File: src/assert_macros.svh
// Assertion helpers used by the top-level module that checks this block.
// Each macro expects signals named clk and arst_n in the scope of use.
`ifndef ASSERT_MACROS_SVH
`define ASSERT_MACROS_SVH

// The property must hold in the same cycle in which the condition holds.
`define CHK_IMPLY(label, cond, prop, msg) \
	label: assert property (@(posedge clk) disable iff (!arst_n) (cond) |-> (prop)) \
		else $error(msg);

// The property must hold in the cycle after the condition holds.
`define CHK_NEXT(label, cond, prop, msg) \
	label: assert property (@(posedge clk) disable iff (!arst_n) (cond) |=> (prop)) \
		else $error(msg);

`endif

File: src/clfp_pkg.sv
package clfp_pkg;

	localparam int NODES      = 16;
	localparam int NAME_CHARS = 8;

	localparam int IDX_W  = $clog2(NODES);
	localparam int LINK_W = IDX_W + 1;
	localparam int ID_W   = 31;
	localparam int TEXT_W = 64;
	localparam int SEX_W  = 8;
	localparam int SLOT_W = 4;
	localparam int TEXT_BYTES = TEXT_W / 8;

	typedef logic [IDX_W-1:0]  idx_t;
	typedef logic [LINK_W-1:0] link_t;

	// All ones never names a node.
	localparam link_t LINK_NULL = '1;

	// Packed so that the identifier sits in the lowest bits.
	typedef struct packed {
		logic [TEXT_W-1:0] prog;
		logic [SEX_W-1:0]  sex;
		logic [TEXT_W-1:0] name;
		logic [ID_W-1:0]   id;
	} rec_t;

	localparam int REC_W      = $bits(rec_t);
	localparam int IN_DATA_W  = ((REC_W + 7) / 8) * 8;
	localparam int OUT_DATA_W = ((REC_W + SLOT_W + 7) / 8) * 8;

	typedef enum logic [1:0] {
		STAT_INSERTED  = 2'd0,
		STAT_FULL      = 2'd1,
		STAT_REMOVED   = 2'd2,
		STAT_NOT_FOUND = 2'd3
	} status_t;

	localparam logic MODE_INSERT = 1'b0;
	localparam logic MODE_REMOVE = 1'b1;

	// Controller to datapath.
	typedef struct packed {
		logic load_in;
		logic ins_read;
		logic ins_write;
		logic set_full;
		logic rm_start;
		logic rm_next;
		logic rm_hit;
		logic rm_free;
		logic set_not_found;
		logic load_out;
	} cmd_t;

	// Datapath to controller.
	typedef struct packed {
		logic free_null;
		logic list_null;
		logic hit;
		logic walk_end;
		logic out_busy;
	} sts_t;

	function automatic logic link_ok(input link_t l);
		return l < LINK_W'(NODES);
	endfunction

	// Keeps the bytes before the first zero byte, at most NAME_CHARS of them.
	function automatic logic [TEXT_W-1:0] cut_text(input logic [TEXT_W-1:0] v);
		logic [TEXT_W-1:0] r;
		logic              live;
		r    = '0;
		live = 1'b1;
		for (int i = 0; i < TEXT_BYTES; i++) begin
			if (i >= NAME_CHARS || v[8*i +: 8] == 8'h00) begin
				live = 1'b0;
			end
			if (live) begin
				r[8*i +: 8] = v[8*i +: 8];
			end
		end
		return r;
	endfunction

endpackage

File: src/clfp_ctrl.sv
module clfp_ctrl
	import clfp_pkg::*;
(
	input  logic clk,
	input  logic arst_n,
	input  logic in_valid,
	input  logic in_mode,
	output logic in_ready,
	input  sts_t sts,
	output cmd_t cmd
);

	typedef enum logic [6:0] {
		S_IDLE     = 7'b0000001,
		S_INS_RD   = 7'b0000010,
		S_INS_WR   = 7'b0000100,
		S_RM_START = 7'b0001000,
		S_RM_CMP   = 7'b0010000,
		S_RM_FREE  = 7'b0100000,
		S_FIN      = 7'b1000000
	} state_t;

	state_t state_q, state_d;

	always_ff @(posedge clk or negedge arst_n) begin
		if (!arst_n) begin
			state_q <= S_IDLE;
		end else begin
			state_q <= state_d;
		end
	end

	assign in_ready = (state_q == S_IDLE);

	always_comb begin
		cmd     = '0;
		state_d = state_q;
		case (state_q)
			S_IDLE: begin
				if (in_valid) begin
					cmd.load_in = 1'b1;
					state_d = (in_mode == MODE_REMOVE) ? S_RM_START : S_INS_RD;
				end
			end
			S_INS_RD: begin
				if (sts.free_null) begin
					cmd.set_full = 1'b1;
					state_d = S_FIN;
				end else begin
					cmd.ins_read = 1'b1;
					state_d = S_INS_WR;
				end
			end
			S_INS_WR: begin
				cmd.ins_write = 1'b1;
				state_d = S_FIN;
			end
			S_RM_START: begin
				if (sts.list_null) begin
					cmd.set_not_found = 1'b1;
					state_d = S_FIN;
				end else begin
					cmd.rm_start = 1'b1;
					state_d = S_RM_CMP;
				end
			end
			S_RM_CMP: begin
				if (sts.hit) begin
					cmd.rm_hit = 1'b1;
					state_d = S_RM_FREE;
				end else if (sts.walk_end) begin
					cmd.set_not_found = 1'b1;
					state_d = S_FIN;
				end else begin
					cmd.rm_next = 1'b1;
				end
			end
			S_RM_FREE: begin
				cmd.rm_free = 1'b1;
				state_d = S_FIN;
			end
			S_FIN: begin
				if (!sts.out_busy) begin
					cmd.load_out = 1'b1;
					state_d = S_IDLE;
				end
			end
			default: begin
				state_d = S_IDLE;
			end
		endcase
	end

endmodule

File: src/clfp_dp.sv
module clfp_dp
	import clfp_pkg::*;
(
	input  logic              clk,
	input  logic              arst_n,
	input  cmd_t              cmd,
	output sts_t              sts,
	input  rec_t              in_rec,
	output logic              out_valid,
	input  logic              out_ready,
	output status_t           out_status,
	output logic [SLOT_W-1:0] out_slot,
	output rec_t              out_rec
);

	// Node store: records and links in two arrays sharing one read address.
	rec_t  rec_mem [NODES];
	link_t lnk_mem [NODES];
	logic [NODES-1:0] rec_vld_q;
	logic [NODES-1:0] lnk_vld_q;

	rec_t  rec_in_q;
	link_t free_head_q, list_head_q, prev_q;
	idx_t  cur_q;
	idx_t  steps_q;

	rec_t  rd_rec_q;
	link_t rd_lnk_q;
	logic  rd_rec_ok_q, rd_lnk_ok_q;
	idx_t  rd_addr_q;

	status_t           res_status_q;
	logic [SLOT_W-1:0] res_slot_q;
	rec_t              res_rec_q;

	logic              out_valid_q;
	status_t           out_status_q;
	logic [SLOT_W-1:0] out_slot_q;
	rec_t              out_rec_q;

	logic  rd_en;
	idx_t  rd_addr;
	rec_t  rd_rec;
	link_t rd_link;
	link_t rd_dflt;

	logic  rec_we, lnk_we;
	idx_t  rec_wa, lnk_wa;
	rec_t  rec_wd;
	link_t lnk_wd;

	// An entry never written reads as its reset value.
	assign rd_dflt = (rd_addr_q == '0) ? LINK_NULL : ({1'b0, rd_addr_q} - LINK_W'(1));
	assign rd_rec  = rd_rec_ok_q ? rd_rec_q : '0;
	assign rd_link = rd_lnk_ok_q ? rd_lnk_q : rd_dflt;

	assign rd_en = cmd.ins_read | cmd.rm_start | cmd.rm_next;

	always_comb begin
		if (cmd.ins_read) begin
			rd_addr = free_head_q[IDX_W-1:0];
		end else if (cmd.rm_start) begin
			rd_addr = list_head_q[IDX_W-1:0];
		end else begin
			rd_addr = rd_link[IDX_W-1:0];
		end
	end

	always_ff @(posedge clk) begin
		if (rd_en) begin
			rd_rec_q    <= rec_mem[rd_addr];
			rd_lnk_q    <= lnk_mem[rd_addr];
			rd_rec_ok_q <= rec_vld_q[rd_addr];
			rd_lnk_ok_q <= lnk_vld_q[rd_addr];
			rd_addr_q   <= rd_addr;
		end
	end

	always_comb begin
		rec_we = 1'b0;
		rec_wa = cur_q;
		rec_wd = '0;
		lnk_we = 1'b0;
		lnk_wa = cur_q;
		lnk_wd = free_head_q;
		if (cmd.ins_write) begin
			rec_we = 1'b1;
			rec_wa = free_head_q[IDX_W-1:0];
			rec_wd = rec_in_q;
			lnk_we = 1'b1;
			lnk_wa = free_head_q[IDX_W-1:0];
			lnk_wd = list_head_q;
		end else if (cmd.rm_hit) begin
			rec_we = 1'b1;
			lnk_we = link_ok(prev_q);
			lnk_wa = prev_q[IDX_W-1:0];
			lnk_wd = rd_link;
		end else if (cmd.rm_free) begin
			lnk_we = 1'b1;
		end
	end

	always_ff @(posedge clk) begin
		if (rec_we) begin
			rec_mem[rec_wa] <= rec_wd;
		end
		if (lnk_we) begin
			lnk_mem[lnk_wa] <= lnk_wd;
		end
	end

	always_ff @(posedge clk or negedge arst_n) begin
		if (!arst_n) begin
			rec_vld_q <= '0;
			lnk_vld_q <= '0;
		end else begin
			if (rec_we) begin
				rec_vld_q[rec_wa] <= 1'b1;
			end
			if (lnk_we) begin
				lnk_vld_q[lnk_wa] <= 1'b1;
			end
		end
	end

	always_ff @(posedge clk or negedge arst_n) begin
		if (!arst_n) begin
			free_head_q <= LINK_W'(NODES - 1);
			list_head_q <= LINK_NULL;
			cur_q       <= '0;
			prev_q      <= LINK_NULL;
			steps_q     <= '0;
		end else begin
			if (cmd.ins_write) begin
				free_head_q <= rd_link;
				list_head_q <= free_head_q;
			end
			if (cmd.rm_start) begin
				cur_q   <= list_head_q[IDX_W-1:0];
				prev_q  <= LINK_NULL;
				steps_q <= '0;
			end
			if (cmd.rm_next) begin
				prev_q  <= {1'b0, cur_q};
				cur_q   <= rd_link[IDX_W-1:0];
				steps_q <= steps_q + IDX_W'(1);
			end
			if (cmd.rm_hit && !link_ok(prev_q)) begin
				list_head_q <= rd_link;
			end
			if (cmd.rm_free) begin
				free_head_q <= {1'b0, cur_q};
			end
		end
	end

	always_ff @(posedge clk) begin
		if (cmd.load_in) begin
			rec_in_q.id   <= in_rec.id;
			rec_in_q.name <= cut_text(in_rec.name);
			rec_in_q.sex  <= in_rec.sex;
			rec_in_q.prog <= cut_text(in_rec.prog);
		end
		if (cmd.ins_write) begin
			res_status_q <= STAT_INSERTED;
			res_slot_q   <= SLOT_W'(free_head_q[IDX_W-1:0]);
			res_rec_q    <= '0;
		end
		if (cmd.set_full) begin
			res_status_q <= STAT_FULL;
			res_slot_q   <= '0;
			res_rec_q    <= '0;
		end
		if (cmd.set_not_found) begin
			res_status_q <= STAT_NOT_FOUND;
			res_slot_q   <= '0;
			res_rec_q    <= '0;
		end
		if (cmd.rm_hit) begin
			res_status_q <= STAT_REMOVED;
			res_slot_q   <= SLOT_W'(cur_q);
			res_rec_q    <= rd_rec;
		end
		if (cmd.load_out) begin
			out_status_q <= res_status_q;
			out_slot_q   <= res_slot_q;
			out_rec_q    <= res_rec_q;
		end
	end

	always_ff @(posedge clk or negedge arst_n) begin
		if (!arst_n) begin
			out_valid_q <= 1'b0;
		end else if (cmd.load_out) begin
			out_valid_q <= 1'b1;
		end else if (out_ready) begin
			out_valid_q <= 1'b0;
		end
	end

	assign sts.free_null = !link_ok(free_head_q);
	assign sts.list_null = !link_ok(list_head_q);
	assign sts.hit       = (rd_rec.name == rec_in_q.name);
	assign sts.walk_end  = !link_ok(rd_link) || (steps_q == IDX_W'(NODES - 1));
	assign sts.out_busy  = out_valid_q && !out_ready;

	assign out_valid  = out_valid_q;
	assign out_status = out_status_q;
	assign out_slot   = out_slot_q;
	assign out_rec    = out_rec_q;

endmodule

File: src/cursor_list_free_pool.sv
// Record pool of NODES nodes kept as one singly linked list, with the unused
// nodes chained on a free list through the same link field. A transfer with
// tuser low inserts the record at the front of the list, taking the node at
// the head of the free list, and reports pool full when none is left. A
// transfer with tuser high removes the first node whose name equals the given
// name, returns its record and pushes the cleared node back on the free list,
// or reports not found. Names and programs are cut at their first zero byte
// and at NAME_CHARS bytes before they are stored or compared. One item is
// handled at a time. An insert reads the node at the head of the free list
// and then writes the record into it, while a pool-full insert goes straight
// to its result. A remove walks the list one node per cycle through the node
// store's single registered read port, examining at most NODES nodes, and on
// a match clears the node and then pushes it on the free list. The next input
// transfer can be taken once the result is in the output register, even if
// that result has not yet been taken. Reset takes effect at once; per-node
// valid flags supply the reset contents, so there is no clearing pass.
`include "assert_macros.svh"

module cursor_list_free_pool
	import clfp_pkg::*;
(
	input  logic                  clk,
	input  logic                  arst_n,
	input  logic                  s_axis_tvalid,
	output logic                  s_axis_tready,
	// record_id, record_name, record_sex, record_program, zero pad
	input  logic [IN_DATA_W-1:0]  s_axis_tdata,
	// mode
	input  logic [0:0]            s_axis_tuser,
	output logic                  m_axis_tvalid,
	input  logic                  m_axis_tready,
	// slot, out_id, out_name, out_sex, out_program, zero pad
	output logic [OUT_DATA_W-1:0] m_axis_tdata,
	// status
	output logic [1:0]            m_axis_tuser
);

	cmd_t              cmd;
	sts_t              sts;
	rec_t              in_rec;
	status_t           out_status;
	logic [SLOT_W-1:0] out_slot;
	rec_t              out_rec;
	logic [2:0]        rd_cmds;

	// The record fields sit in tdata in the order of the packed record type.
	assign in_rec = rec_t'(s_axis_tdata[REC_W-1:0]);

	clfp_ctrl u_ctrl (
		.clk      (clk),
		.arst_n   (arst_n),
		.in_valid (s_axis_tvalid),
		.in_mode  (s_axis_tuser[0]),
		.in_ready (s_axis_tready),
		.sts      (sts),
		.cmd      (cmd)
	);

	clfp_dp u_dp (
		.clk        (clk),
		.arst_n     (arst_n),
		.cmd        (cmd),
		.sts        (sts),
		.in_rec     (in_rec),
		.out_valid  (m_axis_tvalid),
		.out_ready  (m_axis_tready),
		.out_status (out_status),
		.out_slot   (out_slot),
		.out_rec    (out_rec)
	);

	assign m_axis_tdata = {(OUT_DATA_W - REC_W - SLOT_W)'(0), out_rec, out_slot};
	assign m_axis_tuser = out_status;

	// The node store has one read port, so at most one read is issued a cycle.
	assign rd_cmds = {cmd.ins_read, cmd.rm_start, cmd.rm_next};

	`CHK_NEXT(a_accept_then_busy, s_axis_tvalid && s_axis_tready, !s_axis_tready, "input taken while an item is in work")
	`CHK_IMPLY(a_load_out_free, cmd.load_out, !sts.out_busy, "result loaded over a waiting result")
	`CHK_IMPLY(a_one_read, 1'b1, $onehot0(rd_cmds), "more than one node store read in a cycle")
	`CHK_NEXT(a_hit_then_free, cmd.rm_hit, cmd.rm_free, "removed node not pushed on the free list")

endmodule
File: config.mk
export PLATFORM = sky130hd
export DESIGN_NAME = cursor_list_free_pool
export DESIGN_NICKNAME = d
export VERILOG_FILES = /design/src/clfp_pkg.sv /design/src/clfp_ctrl.sv /design/src/clfp_dp.sv /design/src/cursor_list_free_pool.sv
export VERILOG_INCLUDE_DIRS = /design/src /design/src/src
export SDC_FILE = /design/constraint.sdc
export NUM_CORES = 2
export LEC_CHECK = 0
export BUFFER_PORTS_ARGS = -buffer_cell sky130_fd_sc_hd__buf_2
export CORE_ASPECT_RATIO = 1.1
export CORE_MARGIN = 2
export CORE_UTILIZATION = 62
export CTS_CLUSTER_DIAMETER = 30
export DETAILED_ROUTE_END_ITERATION = 10
export GPL_ROUTABILITY_DRIVEN = 1
export PLACE_DENSITY = 0.79
export SLEW_MARGIN = 15
export SYNTH_ARGS = -nofsm -noshare
export SYNTH_HDL_FRONTEND = slang
export SYNTH_HIERARCHICAL = 1
export SYNTH_SLANG_ARGS = --single-unit
export TNS_END_PERCENT = 100
File: constraint.sdc
create_clock -name clk -period 23.1 [get_ports clk]
set_clock_uncertainty 0.15 [all_clocks]
set_input_delay 1.155 -clock clk [delete_from_list [all_inputs] [get_ports clk]]
set_output_delay 1.155 -clock clk [all_outputs]
set_load 0.005 [all_outputs]
## Word-level counts from Yosys, hierarchy flattened

Memories as Yosys holds them, arrays and structs flattened. A register that Yosys moved wholly into a read port is not among the register bits.
Cells that the tools add are included.

- Memories: 2
- Flip-flop bits (word level): 582
- Memory bits (writable): 2,752
- Bits of input ports: 173
- Logic and storage cells: 218

Memories:

| memory | depth | width | rd ports | clocked after memory_dff | write ports | line | source |
|---|---|---|---|---|---|---|---|
| u_dp.rec_mem | 16 | 167 | 1 | 1 | 1 | clfp_dp.sv:17 | `rec_t rec_mem [NODES];` |
| u_dp.lnk_mem | 16 | 5 | 1 | 1 | 1 | clfp_dp.sv:18 | `link_t lnk_mem [NODES];` |

- Reduce and logical (&&, ||, !) cells: 35
- Bitwise operators: 4
- Muxes and demuxes: 111
- Magnitude comparators: 9
- Equality and inequality tests: 12
- Add/subtract/negate cells: 2

Operators with widths:

| cell | number |
|---|---|
| two-way mux 167 bit | 6 |
| logical NOT 8 bit | 16 |
| two-way mux 1 bit | 66 |
| == test 64 bit | 1 |
| two-way mux 4 bit | 14 |
| two-way mux 5 bit | 10 |
| two-way mux 7 bit | 6 |
| one-hot mux 7 bit (6 select lines) | 1 |
| bitwise OR 16 bit | 2 |
| less-than comparator 5 bit (second input constant) | 4 |
| less-than comparator 4 x 5 -> 1 bit (second input constant) | 3 |
| nonzero test 2 bit | 5 |
| binary-select mux 1 bit (select 4 bit) | 2 |
| demux 1 bit (select 4 bit) | 2 |
| >= comparator 4 x 1 -> 1 bit (second input constant) | 2 |
| == test 7 x 1 -> 1 bit (second input constant) | 1 |
| == test 7 x 2 -> 1 bit (second input constant) | 1 |
| == test 7 x 3 -> 1 bit (second input constant) | 1 |
| == test 7 x 4 -> 1 bit (second input constant) | 1 |
| == test 7 x 5 -> 1 bit (second input constant) | 1 |
| == test 7 x 6 -> 1 bit (second input constant) | 1 |
| == test 7 bit (second input constant) | 1 |
| two-way mux 2 bit | 3 |
| subtractor 4 x 1 -> 5 bit (second input constant) | 1 |
| 14 further kinds | 22 |

## Longest topological paths before layout

- Depth in word-level cells: 17
- Gate-level depth with buffers: 16
- Gate-level depth less buffers: 15

## Modules after synthesis

Netlist, hierarchy kept.

Modules (own cells, without submodules):

| module | area each (µm²) | sequential area each (µm²) | cells an instance | instances |
|---|---|---|---|---|
| clfp_dp | 133,913.4 | 104,788.0 | 9,122 | 1 |
| clfp_ctrl | 504.2 | 176.4 | 56 | 1 |
| cursor_list_free_pool | 41.3 | 0.0 | 6 | 1 |

## Worst setup path after synthesis

OpenSTA, ideal clock, no wires.

- Path kind: input to register
- From: input m_axis_tready
- To: register u_dp.out_valid_q (netlist: u_dp/out_valid)
- Data required time: 22.786 ns
- Setup time: 0.164 ns
- Slack: 3.933 ns
- Path buffers: 0
- Stages on the path: 3
- Arrival: 18.854 ns
- Cells stage by stage: nor2b_1 nor4_1 or2_2

RTL lines:

| what | line | source |
|---|---|---|
| from (decl) | cursor_list_free_pool.sv:31 | `input logic m_axis_tready,` |
| to (signal assigned) | clfp_dp.sv:193 | `out_valid_q <= 1'b0;` |
| to (signal assigned) | clfp_dp.sv:195 | `out_valid_q <= 1'b1;` |
| to (signal assigned) | clfp_dp.sv:197 | `out_valid_q <= 1'b0;` |
| to (decl) | clfp_dp.sv:36 | `logic out_valid_q;` |

==> reports/results.md <==
- 6570 uW — net switching power of the design
- 0 — number of max-capacitance violations reported
- 14.6 sq um — average footprint of a synthesized cell
- 0.123 GHz — Max Clock Freq
- 221000 sq um — die footprint
- 1.55 ns — Worst Max-Slew Pin Slew
- 14.5% — fraction of final layout cells with drive strength greater than 1
- 1 — hold path depth
- 28.1 um — mean routed wirelength per cell
- 526000 um — wire length of the first global-routing pass
- reg -> reg — critical path start-end classification
- 36.9% — sequential share of power
- buf_12 -> a22oi_1 -> nor4_1 -> nand4_1 -> nor3_1 -> buf_4 -> inv_1 -> nor2_4 -> buf_12 -> nor4bb_1 -> a31oi_1 -> nor2_4 -> buf_4 -> buf_4 — cell breakdown of the critical path
- 448 um — width of the die
- 131 nW/um^2 — power per cell area
- 3441 — Post-synth EDFFs
- buf_4 — library cell contributing the largest single delay on the critical path
- 13 — initial antenna violation count
- 170000 um — final HPWL from detailed placement
- 16.8% — synthesis-to-finish area growth
- 3506 — number of register bits inferred by synthesis
- 0 ns — Sum Neg Setup Slack
- 85800 — via count of the first global-routing pass
- 134000 sq um — summed instance area of the synthesized netlist
- flip-flop — CP endpoint kind
- buffers and inverters — Crit path max-delay family
- 0.0534 uW — leakage power
- 8.12 ns — shortest clock period the worst path allows after layout
- 362000 um — final WL
- 70 — Cell variety after synth
- in -> reg — min-delay worst type
- 13800 — number of DRC markers after the initial detailed-route iteration
- 39.8% — clock network fraction of design power
- 157000 sq um — final standard cell area without fillers
- 3506 — clock tree sinks
- 35.2% — Period Utilization, post-route
- 0 — number of failing hold endpoints at the final stage
- 0 — drt drc
- 14 — cells on worst reg2reg path
- 15.32 ns — setup slack at placement
- 62.3% — initial core utilization
- 14000 uW — internal power
- 0.811 — Final Wtd Congestion
- 6 — CP bufs+invs
- buf_4 — most repeated library cell on the critical path
- finished with violations — outcome
- 105000 sq um — storage element area
- 0 — hold_buf cts
- done — clock tree from TritonCTS
- 4 — buffer depth of the longest clock path
- false — setup repair after global routing missed its margin
- 23.3% — logic gate share of total power
- 14 — critical path depth
- 8 — detailed-router iteration count before antenna repair
- 139000 sq um — post-detailed-placement cell area
- edfxtp_1 — most common cell after layout, fill and taps aside
- 31.9% — switching share of power
- 9740 — net count of the finished layout
- 249 — maximum number of pins on one net before global-route repair
- 553 — clock buffers created by TritonCTS
- 176 — Crit Path Max Fanout
- 0.000206 V — worst voltage drop across the vdd grid
- flip-flop — startpoint kind of the worst setup timing path
- 0.05 ns — clock transition time at the flip-flop clock pins of the worst setup and hold paths
- 6 — Yosys warnings
- 0.93 ns — delay of the slowest cell on the worst path
- -3.23% — worst rel slew slack
- 0 — post_cts resized
- 179 — number of cell rows
- 1.80% — fraction of registers with async set or reset after synthesis
- 11900 — placed cell count
- 346 — count of buffers inserted at the top-level ports
- 12000 — Fill cells
- 353 — I/O pin count
- max-slew violations — violations in the final reports
- 8.54 ns — Arr. time, crit path
- 216000 sq um — area of the core region
- 0 — GRT overflow
- 0.99 ns — latest clock arrival within the worst-skew pair
- 492 um — height of the chip
- 9184 — number of instances in the synthesized netlist
- 32.1% — GRT Util Overall
- 3441 x edfxtp_1, 2338 x nand2_1, 712 x a21oi_1, 697 x a32oi_1, 566 x clkbuf_16 — commonest cells after routing, fill and taps aside
- 78.1% — sequential area share after synthesis
- 26900 sq um — area of the multi-input gates
- edfxtp_1 — Top FF cell, synth
- 81 — count of final max-slew check failures
- clkbuf_16 — Clock Root Buffer
- 0 — antenna viol nets, final
- 0 — setup bufs post-CTS
- 0 — total setup violations reported at the end of the flow
- 6.69 — vias per cell
- 6 — number of H-tree levels
- 12900 — non-filler instance count after layout
- 14.98 ns — setup ws final
- 23.52 ns — required time reported for the critical path endpoint
- 72.7% — final design utilization
- 86300 — via count
-- routing by layer --
metal | wire [um] | share of wire [%] | up-vias | track usage [%]
met5 | 77 | 0.021 | - | 0
met4 | 21100 | 5.8 | 12 | 18.5
met3 | 43900 | 12 | 1288 | 7.00
met2 | 175000 | 48 | 6832 | 51.4
met1 | 122000 | 34 | 42300 | 40.9
li1 | - | - | 35800 | -
-- final cells by class --
type / count / share of cell area (%)
flip-flops and latches: 3506 / 66.9
multi-input cells: 4992 / 17.1
clock buffers: 629 / 9.20
clock inverters: 358 / 2.55
well taps: 2896 / 2.31
repair buffers: 476 / 1.88
inverters: 35 / 0.0885
diodes: 5 / 0.00797
-- stage by stage --
stage	total power, uW	hold slack, ns
floorplan	10900	0.250
global route	21200	0.172
finish	20600	0.197
detailed placement	12200	0.255
CTS	20500	0.150
global placement	12000	0.253
-- worst reg2reg max path: cells and delay by family (launching register included) --
family / cells / cell delay, ns
flops: 1 / 0.40
buf+inv: 6 / 3.41
simple gates: 6 / 2.97
compound gates: 2 / 0.74
-- path summary, 6_finish.rpt --
kind	from	to	slack, ns
setup / recovery	u_dp/rd_rec_ok_q	u_dp/rec_mem[6][10]	14.98
hold / removal	s_axis_tdata[27]	u_dp/rec_in_q[27]	0.20
setup reg to reg	u_dp/rd_rec_ok_q	u_dp/rec_mem[6][10]	14.98
hold reg to reg	u_dp/res_rec_q[57]	u_dp/out_rec[57]	0.23
max in group asynchronous	arst_n	u_dp/cur_q[0]	21.93
min in group asynchronous	arst_n	u_dp/lnk_vld_q[9]	0.23
-- cell usage after synthesis (3+ instances only) --
master    instances  area share [%]
and3_1          173            0.80
or4_1             5           0.028
nand4_1           3           0.014
a31oi_1           8           0.037
nor3_1            9           0.033
nand3b_1         20            0.11
mux2i_1          13           0.097
ha_1              3           0.028
or2_2            34            0.16
buf_1            55            0.15
nor3b_1           4           0.022
xnor2_1          20            0.13
edfxtp_1       3441              77
nor2b_1          14           0.065
and2_1          265             1.2
buf_4            10           0.056
nand2_1        2339             6.5
o22ai_1           8           0.037
nor4bb_1          3           0.022
a32oi_1         697             4.5
a22o_1            6           0.039
a21oi_1         712             2.7
o21ai_0          62            0.23
nor2_1           93            0.26
dfstp_2          15            0.29
a22oi_1         378             2.1
buf_2           171            0.64
nand3_1          27            0.10
inv_1            33           0.092
clkbuf_1        417             1.2
nor4_1           33            0.15
o21a_1            9           0.050
nand2b_1          6           0.028
dfrtp_1          48            0.89
a211oi_1          5           0.028
-- power by group through the flow --
stage                     clock network (uW)  logic, uW  registers, uW
after floorplan                            0       3270           7620
after global placement                     0       4290           7690
after detailed placement                   0       4510           7700
after CTS                               8240       4660           7580
after global routing                    8510       5120           7600
final                                   8200       4790           7600
-- logic make-up (layout without fill, tap and decap cells) --
logic type      count (synthesis)  after routing  synth area share (%)
flops                        3506           3506                  78.1
simple gates                 3039           3039                  9.64
compound gates               1909           1909                  9.89
buf+inv                       690           1498                  2.12
xor+xnor                       22             22                 0.143
mux                            14             14                 0.105
fa+ha+maj                       3              3                0.0279
other cells                     1             10               0.00279
-- flip-flops by register name, indices dropped and copies added, names as in the netlist, 7 cells and up --
name	count
u_dp/lnk_vld_q	16
u_dp/rec_vld_q	16
u_dp/rec_mem	2672
u_dp/res_rec_q	167
u_dp/rd_rec_q	167
u_dp/rec_in_q	167
u_dp/lnk_mem	80
u_ctrl/state_q	7
u_dp/out_rec	167
(Power assumes the default switching activity.)
